## src/hw/rtl/uracc_pkg.sv

```systemverilog
package uracc_pkg;

   localparam int UID_W = 32;
   localparam int ROLE_W = 8;

   localparam logic [1:0] REQ_SET = 2'd0;
   localparam logic [1:0] REQ_ACCESS = 2'd1;
   localparam logic [1:0] REQ_CRTDEL = 2'd2;

   localparam logic [1:0] ST_OK = 2'd0;
   localparam logic [1:0] ST_NEW = 2'd1;
   localparam logic [1:0] ST_FULL = 2'd2;

   localparam logic [ROLE_W-1:0] MY_READ = 8'd1;
   localparam logic [ROLE_W-1:0] ROLE_CREATE_DELETE = 8'd3;
   localparam logic WRITE_PERM = 1'b1;

   // Search token that walks the row of cells, one cell per cycle.
   typedef struct packed {
      logic              valid;
      logic [1:0]        req_type;
      logic [UID_W-1:0]  user_id;
      logic [ROLE_W-1:0] role;
      logic              want_write;
      logic              found;
      logic [ROLE_W-1:0] held;
      logic              free_seen;
   } token_type;

   // Table update broadcast to every cell once the token has left the row.
   typedef struct packed {
      logic              en;
      logic              to_hit;
      logic [UID_W-1:0]  user_id;
      logic [ROLE_W-1:0] role;
   } write_type;

endpackage

```

## src/hw/rtl/uracc_cell.sv

```systemverilog
module uracc_cell (
   input  logic                  clock,
   input  logic                  reset,
   input  uracc_pkg::token_type  tok_in,
   output uracc_pkg::token_type  tok_out,
   input  uracc_pkg::write_type  wr
);

   logic                         valid_ff;
   logic [uracc_pkg::UID_W-1:0]  user_ff;
   logic [uracc_pkg::ROLE_W-1:0] role_ff;
   logic                         hit_mark_ff;
   logic                         free_mark_ff;
   uracc_pkg::token_type         tok_ff;
   uracc_pkg::token_type         tok_in_next;
   logic                         match;

   assign match = valid_ff && (user_ff == tok_in.user_id);

   always_comb begin
      tok_in_next = tok_in;
      if (tok_in.valid) begin
         if (!tok_in.found && match) begin
            tok_in_next.found = 1'b1;
            tok_in_next.held = role_ff;
         end
         if (!tok_in.free_seen && !valid_ff) begin
            tok_in_next.free_seen = 1'b1;
         end
      end
   end

   always_ff @(posedge clock) begin
      if (reset) begin
         tok_ff.valid <= 1'b0;
         valid_ff <= 1'b0;
      end else begin
         tok_ff <= tok_in_next;
         if (wr.en && !wr.to_hit && free_mark_ff) begin
            valid_ff <= 1'b1;
         end
      end
   end

   // The marks remember whether this cell is the hit or the first free entry.
   always_ff @(posedge clock) begin
      if (tok_in.valid) begin
         hit_mark_ff <= !tok_in.found && match;
         free_mark_ff <= !tok_in.free_seen && !valid_ff;
      end
      if (wr.en && wr.to_hit && hit_mark_ff) begin
         role_ff <= wr.role;
      end
      if (wr.en && !wr.to_hit && free_mark_ff) begin
         user_ff <= wr.user_id;
         role_ff <= wr.role;
      end
   end

   assign tok_out = tok_ff;

endmodule

```

## src/hw/rtl/uid_role_access_checker_top.sv

```systemverilog
// User id to role table with access checks.
// The req_ channel carries one item: a set of a role for a user id, an access
// check or a create or delete check. The rsp_ channel returns one item per
// request with allowed, user_found and status.
// Each entry lives in one cell of a row; a search token moves one cell per
// cycle through the row. As it leaves the row the table is updated and the
// result is formed in the result slot and then moves to the rsp_ register.
// One item is in flight at a time: a new item is accepted only after the
// result of the last one has left the result slot.
// A finished result may wait in the rsp_ register while the next item is
// accepted and searched; a stalled receiver holds the output steady and the
// row waits for the result slot before the next item is taken.
// Synchronous reset clears all entries and empties both channels.
module uid_role_access_checker_top #(
   parameter int TABLE_ENTRIES = 16
) (
   input  logic        clock,
   input  logic        reset,
   input  logic        req_valid,
   output logic        req_stall,
   input  logic [1:0]  req_type,
   input  logic [31:0] req_user_id,
   input  logic [7:0]  req_role,
   input  logic        req_want_write,
   output logic        rsp_valid,
   input  logic        rsp_stall,
   output logic        rsp_allowed,
   output logic        rsp_user_found,
   output logic [1:0]  rsp_status
);

   uracc_pkg::token_type tok [TABLE_ENTRIES+1];
   uracc_pkg::write_type wr;
   uracc_pkg::token_type tok_end;

   logic       busy_ff;
   logic       res_pend_ff;
   logic       res_allowed_ff;
   logic       res_found_ff;
   logic [1:0] res_status_ff;
   logic       rsp_valid_ff;
   logic       rsp_allowed_ff;
   logic       rsp_found_ff;
   logic [1:0] rsp_status_ff;
   logic       allowed_in;
   logic [1:0] status_in;
   logic       accept;
   logic       move;

   assign req_stall = busy_ff;
   assign accept = req_valid && !busy_ff;

   always_comb begin
      tok[0].valid = accept;
      tok[0].req_type = req_type;
      tok[0].user_id = req_user_id;
      tok[0].role = req_role;
      tok[0].want_write = req_want_write;
      tok[0].found = 1'b0;
      tok[0].held = '0;
      tok[0].free_seen = 1'b0;
   end

   for (genvar i = 0; i < TABLE_ENTRIES; i++) begin : g_cell
      uracc_cell u_cell (
         .clock   (clock),
         .reset   (reset),
         .tok_in  (tok[i]),
         .tok_out (tok[i+1]),
         .wr      (wr)
      );
   end

   assign tok_end = tok[TABLE_ENTRIES];

   always_comb begin
      allowed_in = 1'b0;
      status_in = uracc_pkg::ST_OK;
      wr.en = 1'b0;
      wr.to_hit = tok_end.found;
      wr.user_id = tok_end.user_id;
      wr.role = tok_end.role;
      case (tok_end.req_type)
         uracc_pkg::REQ_SET: begin
            if (tok_end.found) begin
               wr.en = tok_end.valid;
               status_in = uracc_pkg::ST_OK;
            end else if (tok_end.free_seen) begin
               wr.en = tok_end.valid;
               status_in = uracc_pkg::ST_NEW;
            end else begin
               status_in = uracc_pkg::ST_FULL;
            end
         end
         uracc_pkg::REQ_ACCESS: begin
            if (tok_end.user_id == '0) begin
               allowed_in = 1'b1;
            end else if (!tok_end.found) begin
               allowed_in = 1'b0;
            end else if (tok_end.held == uracc_pkg::MY_READ &&
                         (tok_end.want_write & uracc_pkg::WRITE_PERM)) begin
               allowed_in = 1'b0;
            end else begin
               allowed_in = 1'b1;
            end
         end
         uracc_pkg::REQ_CRTDEL: begin
            allowed_in = (tok_end.user_id == '0) ||
                         (tok_end.found &&
                          tok_end.held == uracc_pkg::ROLE_CREATE_DELETE);
         end
         default: begin
            allowed_in = 1'b0;
         end
      endcase
   end

   assign move = res_pend_ff && (!rsp_valid_ff || !rsp_stall);

   always_ff @(posedge clock) begin
      if (reset) begin
         busy_ff <= 1'b0;
         res_pend_ff <= 1'b0;
         rsp_valid_ff <= 1'b0;
      end else begin
         if (accept) begin
            busy_ff <= 1'b1;
         end else if (move) begin
            busy_ff <= 1'b0;
         end
         if (tok_end.valid) begin
            res_pend_ff <= 1'b1;
         end else if (move) begin
            res_pend_ff <= 1'b0;
         end
         if (move) begin
            rsp_valid_ff <= 1'b1;
         end else if (!rsp_stall) begin
            rsp_valid_ff <= 1'b0;
         end
      end
   end

   always_ff @(posedge clock) begin
      if (tok_end.valid) begin
         res_allowed_ff <= allowed_in;
         res_found_ff <= tok_end.found;
         res_status_ff <= status_in;
      end
      if (move) begin
         rsp_allowed_ff <= res_allowed_ff;
         rsp_found_ff <= res_found_ff;
         rsp_status_ff <= res_status_ff;
      end
   end

   assign rsp_valid = rsp_valid_ff;
   assign rsp_allowed = rsp_allowed_ff;
   assign rsp_user_found = rsp_found_ff;
   assign rsp_status = rsp_status_ff;

endmodule
```

## config.mk

```make
export PLATFORM = sky130hd
export DESIGN_NAME = uid_role_access_checker_top
export DESIGN_NICKNAME = d
export VERILOG_FILES = /design/src/hw/rtl/uracc_pkg.sv /design/src/hw/rtl/uracc_cell.sv /design/src/hw/rtl/uid_role_access_checker_top.sv
export SDC_FILE = /design/constraint.sdc
export NUM_CORES = 2
export LEC_CHECK = 0
export CORE_UTILIZATION = 60
export DETAILED_ROUTE_END_ITERATION = 16
export DONT_BUFFER_PORTS = 1
export PLACE_DENSITY_LB_ADDON = 0.12
export SLEW_MARGIN = 5
export SYNTH_ARGS = -nofsm -noshare
export SYNTH_HDL_FRONTEND = slang
export SYNTH_SLANG_ARGS = --single-unit
```

## constraint.sdc

```tcl
create_clock -name clock -period 102.4 [get_ports clock]
set_input_delay 25.6 -clock clock [delete_from_list [all_inputs] [get_ports clock]]
set_output_delay 25.6 -clock clock [all_outputs]
set_load 0.05 [all_outputs]
```

**After elaboration in Yosys (flattened, before gate mapping)**

Index checks and enable logic that the tools add are counted.

- Bits in registers: 1563

- Equality and inequality tests: 21
- Multiplexer cells: 92
- Bitwise operators: 1
- Reduce and logical (&&, ||, !) cells: 158

Operators by type and width:

| cell | number |
|---|---|
| == test 32 bit | 16 |
| 2-to-1 mux 8 bit | 32 |
| 2-to-1 mux 10 bit | 15 |
| 2-to-1 mux 9 bit | 16 |
| logical AND 1 bit | 84 |
| zero test 1 bit | 50 |
| nonzero test 2 bit | 18 |
| zero test 32 bit | 1 |
| 2-to-1 mux 1 bit | 27 |
| == test 8 x 1 -> 1 bit (second input constant) | 1 |
| == test 8 x 2 -> 1 bit (second input constant) | 1 |
| == test 2 x 1 -> 1 bit (second input constant) | 1 |
| == test 2 bit (second input constant) | 1 |
| zero test 2 bit | 1 |
| logical OR 1 bit | 2 |
| 2-to-1 mux 2 bit | 1 |
| inequality test 2 x 1 -> 1 bit (second input constant) | 1 |
| case mux 1 bit (2 select lines) | 1 |
| AND reduction 2 bit | 1 |
| OR reduction 2 bit | 1 |
| NOT 1 bit | 1 |

**Depth between registers and ports, before layout**

- Word-level depth: 7
- Depth in mapped cells: 7

**By module**

From an unflattened synthesis, not the netlist that was laid out.

- Cell total of the unflattened synthesis: 2849
- Area, all modules: 56400.3 sq um

By module, submodules not included:

| module | instances | cells an instance | area each (sq um) | seq. area each (sq um) |
|---|---|---|---|---|
| uracc_cell | 16 | 175 | 3490.8 | 2892.8 |
| uid_role_access_checker_top | 1 | 49 | 546.8 | 300.3 |

**Worst setup path before layout**

No wires, ideal clock.

- Kind: input -> register
- Start: in reset
- End: reg g_cell[0].u_cell.tok_ff, in the netlist g_cell[0].u_cell.tok_out[0] (enable)
- Arrival: 48.689 ns
- Data required time: 100.857 ns
- Slack: 52.169 ns
- Stages: 2
- Cell sequence: clkinv_1 -> clkbuf_1

RTL lines:

| element | RTL line | source |
|---|---|---|
| from (decl) | uid_role_access_checker_top.sv:18 | `input logic reset,` |
| to (signal assigned) | uracc_cell.sv:38 | `tok_ff <= tok_in_next;` |
| to (decl) | uracc_cell.sv:14 | `uracc_pkg::token_type tok_ff;` |

No word-level cell between the ends.

**Worst setup path in the final report**

- Start: in reset
- End: reg g_cell[11].u_cell.tok_ff, in the netlist g_cell[11].u_cell.tok_out[51] (enable)

RTL lines:

| element | RTL line |
|---|---|
| to (signal assigned) | uracc_cell.sv:38 |
| to (decl) | uracc_cell.sv:14 |

No word-level cell between the ends.

==> results.json <==
{
  "syn2layout_area_growth_pct": 11.9,
  "die_h_microns": 306,
  "core_sq_mm": 0.0917,
  "clk_pin_slew_worst_paths_ns": 0.06,
  "antenna_left": 0,
  "startpoint_type": "input pin",
  "ys_warn_count": 0,
  "setup_slack_ns": 74.49,
  "slew_violations": 0,
  "synth_edf_count": 1528,
  "antenna_found_initial": 3,
  "initial_core_util_pct": 60.6,
  "port_buffers": 0,
  "avgRoutedWirePerCell_microns": 24.8,
  "r2r-end": "g_cell[7].u_cell.tok_out[1]",
  "status": "finished clean",
  "yosys-top-cells-area": "edfxtp_1 83%, xnor2_1 5.0%, mux2_2 2.4%, xor2_1 1.4%, dfxtp_1 1.3%",
  "clkSinkCount": 1563,
  "cts_buffers": 151,
  "route.detailed.drc": 0,
  "dp_slack_ns": 73.65,
  "grt_pass1_vias": 25300,
  "stdcell_area_sq_mm": 0.0622,
  "multi_input_area_sq_mm": 0.00851,
  "hold_class": "reg -> reg",
  "track_usage_pct": 23.2,
  "clock-root-buffer": "clkbuf_16",
  "drtIter0Drc": 1813,
  "cp.required_ns": 102.76,
  "cap_violations": 0,
  "grt.overflow.total": 0,
  "synthArstFlopShare_pct": 0,
  "syn_inst": 2755,
  "drt_wl_total_microns": 106000,
  "ctsHoldBuffers": 0,
  "ys_seq_area_share_pct": 83.9,
  "reg2regPathDepth": 6,
  "hold_viol": 0,
  "cts_tree": "built",
  "vias": 24200,
  "yosys_register_bits": 1563,
  "yosysTopAreaCellShare_pct": 82.6,
  "crit_end": "g_cell[11].u_cell.tok_out[51]",
  "ys_types": 61,
  "p_total_uw": 1300,
  "synth_area_leader_cell": "edfxtp_1",
  "slew_headroom_pct": 22.2,
  "peakVddDrop_mv": 0.0146,
  "hpwl_microns": 69900,
  "setup-violations-final": 0,
  "worstPathArrival_ns": 28.27,
  "die_area_sq_mm": 0.0938,
  "syn-cell-area_sq_mm": 0.0555,
  "clkLatencyLatePin_ns": 0.76,
  "worstMarginPinSlew_ns": 1.17,
  "ctsResizeCount": 0,
  "viasPerCell": 5.69,
  "maxClockFrequency_ghz": 0.0358,
  "final_util_pct": 67.8,
  "cts_setup_buffers": 0,
  "drt_first_pass_iters": 8,
  "fillerInstances": 5804,
  "critical_path.startpoint": "reset",
  "hold_depth": 0,
  "regToRegSetupSlack_ns": 99.27,
  "finalClockSkew_ns": 0.0350,
  "regArea_sq_mm": 0.0466,
  "num_rows": 111,
  "synthFlopType": "edfxtp_1",
  "avgSynthCellArea_sq_um": 20.2,
  "post-synth-top-count-cell": "edfxtp_1",
  "grt_max_degree": 141,
  "rsz0062_at_grt": "false",
  "gp_congestion": 0.905,
  "cts-htree-levels": 4,
  "layout-drive-gt1-share_pct": 12.7,
  "crit_fanout": 140,
  "ioPinCount": 53,
  "p_leak_uw": 0.0204,
  "place_area_sq_mm": 0.0574,
  "min_period_ns": 27.91,
  "min_period_over_period_pct": 27.3,
  "clk_path_buf_depth": 3,
  "setup.worst_path.end_class": "flop",
  "syn_nets": 2805,
  "finalSetupTns_ns": 0,
  "ys_top_cells_by_count": "1,528 x edfxtp_1, 317 x xnor2_1, 120 x mux2_2",
  "grt_pass1_wl_microns": 157000,
  "nets": 2998,
  "crit-reg2reg-launch": "g_cell[6].u_cell.tok_out[22]",
  "die_w_microns": 306,
  "p_per_area_mw_per_mm2": 20.9,
  "path_class": "in -> reg"
}
## worst max-delay path, cell delays in order
cell and delay [ns]:
inv_8 0.67, buf_4 0.98, buf_4 0.91
## sequential cells by signal, summed over array words and instances (netlist names)
register                    flops
rsp_valid                       1
rsp_status                      2
g_cell.u_cell.role_ff         128
g_cell.u_cell.valid_ff         16
res_allowed_ff                  1
res_pend_ff                     1
rsp_allowed                     1
g_cell.u_cell.free_mark_ff     16
g_cell.u_cell.user_ff         512
req_stall                       1
g_cell.u_cell.tok_out         864
rsp_user_found                  1
res_status_ff                   2
g_cell.u_cell.hit_mark_ff      16
res_found_ff                    1
## cell usage in the layout (no fill, tap or decap), drive strengths merged, types with 20 or more instances in the layout
master / netlist / final
nor2b: 34 / 34
nor2: 52 / 52
nand2b: 58 / 58
nor4: 54 / 54
clkbuf: 9 / 210
clkinv: 1 / 51
inv: 106 / 114
mux2: 120 / 120
buf: 1 / 50
nor3: 27 / 27
xor2: 86 / 86
a21o: 26 / 26
dfxtp: 35 / 35
nand4: 88 / 88
nand3: 20 / 20
edfxtp: 1528 / 1528
and3: 22 / 22
xnor2: 317 / 317
## logic make-up after synthesis
logic type	Yosys count	share of synthesized area (%)
flops	1563	83.9
fa+ha+maj	3	0.0676
simple gates	398	4.29
buf+inv	117	0.793
mux	120	2.43
compound gates	151	2.18
xor+xnor	403	6.36
## metal layers
layer | part of all wire (%) | track usage [%] | vias to the layer above
li1 | - | - | 11100
met4 | 4.3 | 11.1 | 0
met1 | 39 | 27.9 | 12300
met2 | 53 | 41.0 | 618
met5 | 0 | 0 | -
met3 | 4.0 | 3.71 | 210
## power breakdown
| part | leakage (uW) | switching, uW | internal [uW] |
|---|---|---|---|
| sequential | 0.0147 | 15.1 | 726 |
| combinational | 0.00336 | 18.5 | 9.94 |
| clock | 0.00234 | 222 | 310 |
| total | 0.0204 | 256 | 1050 |
## metrics by stage
stage	hold slack [ns]	cells
finish	0.412	4261
global route	0.420	4260
CTS	0.416	4259
detailed placement	0.405	3981
global placement	0.401	3981
floorplan	0.400	2755
## how the worst min path moves through the flow
stage | from | endpoint | slack (ns)
floorplan | g_cell[9].u_cell.tok_out[10] | g_cell[10].u_cell.tok_out[10] | 0.40
global route | g_cell[11].u_cell.tok_out[17] | g_cell[12].u_cell.tok_out[17] | 0.42
detailed placement | g_cell[9].u_cell.tok_out[12] | g_cell[10].u_cell.tok_out[12] | 0.40
CTS | g_cell[4].u_cell.tok_out[14] | g_cell[5].u_cell.tok_out[14] | 0.42
global placement | g_cell[12].u_cell.tok_out[11] | g_cell[13].u_cell.tok_out[11] | 0.40
finish | g_cell[7].u_cell.tok_out[15] | g_cell[8].u_cell.tok_out[15] | 0.41
## final cells by class
| cell class | count | area share [%] |
|---|---|---|
| clock inverter | 68 | 0.954 |
| antenna | 2 | 0.00805 |
| multi-input combinational | 1075 | 13.7 |
| tap | 1186 | 2.39 |
| timing repair buffer | 50 | 0.604 |
| clock buffer | 210 | 6.75 |
| inverter | 107 | 0.658 |
| sequential | 1563 | 74.9 |
Note: power is estimated with default switching activity, not from simulation.
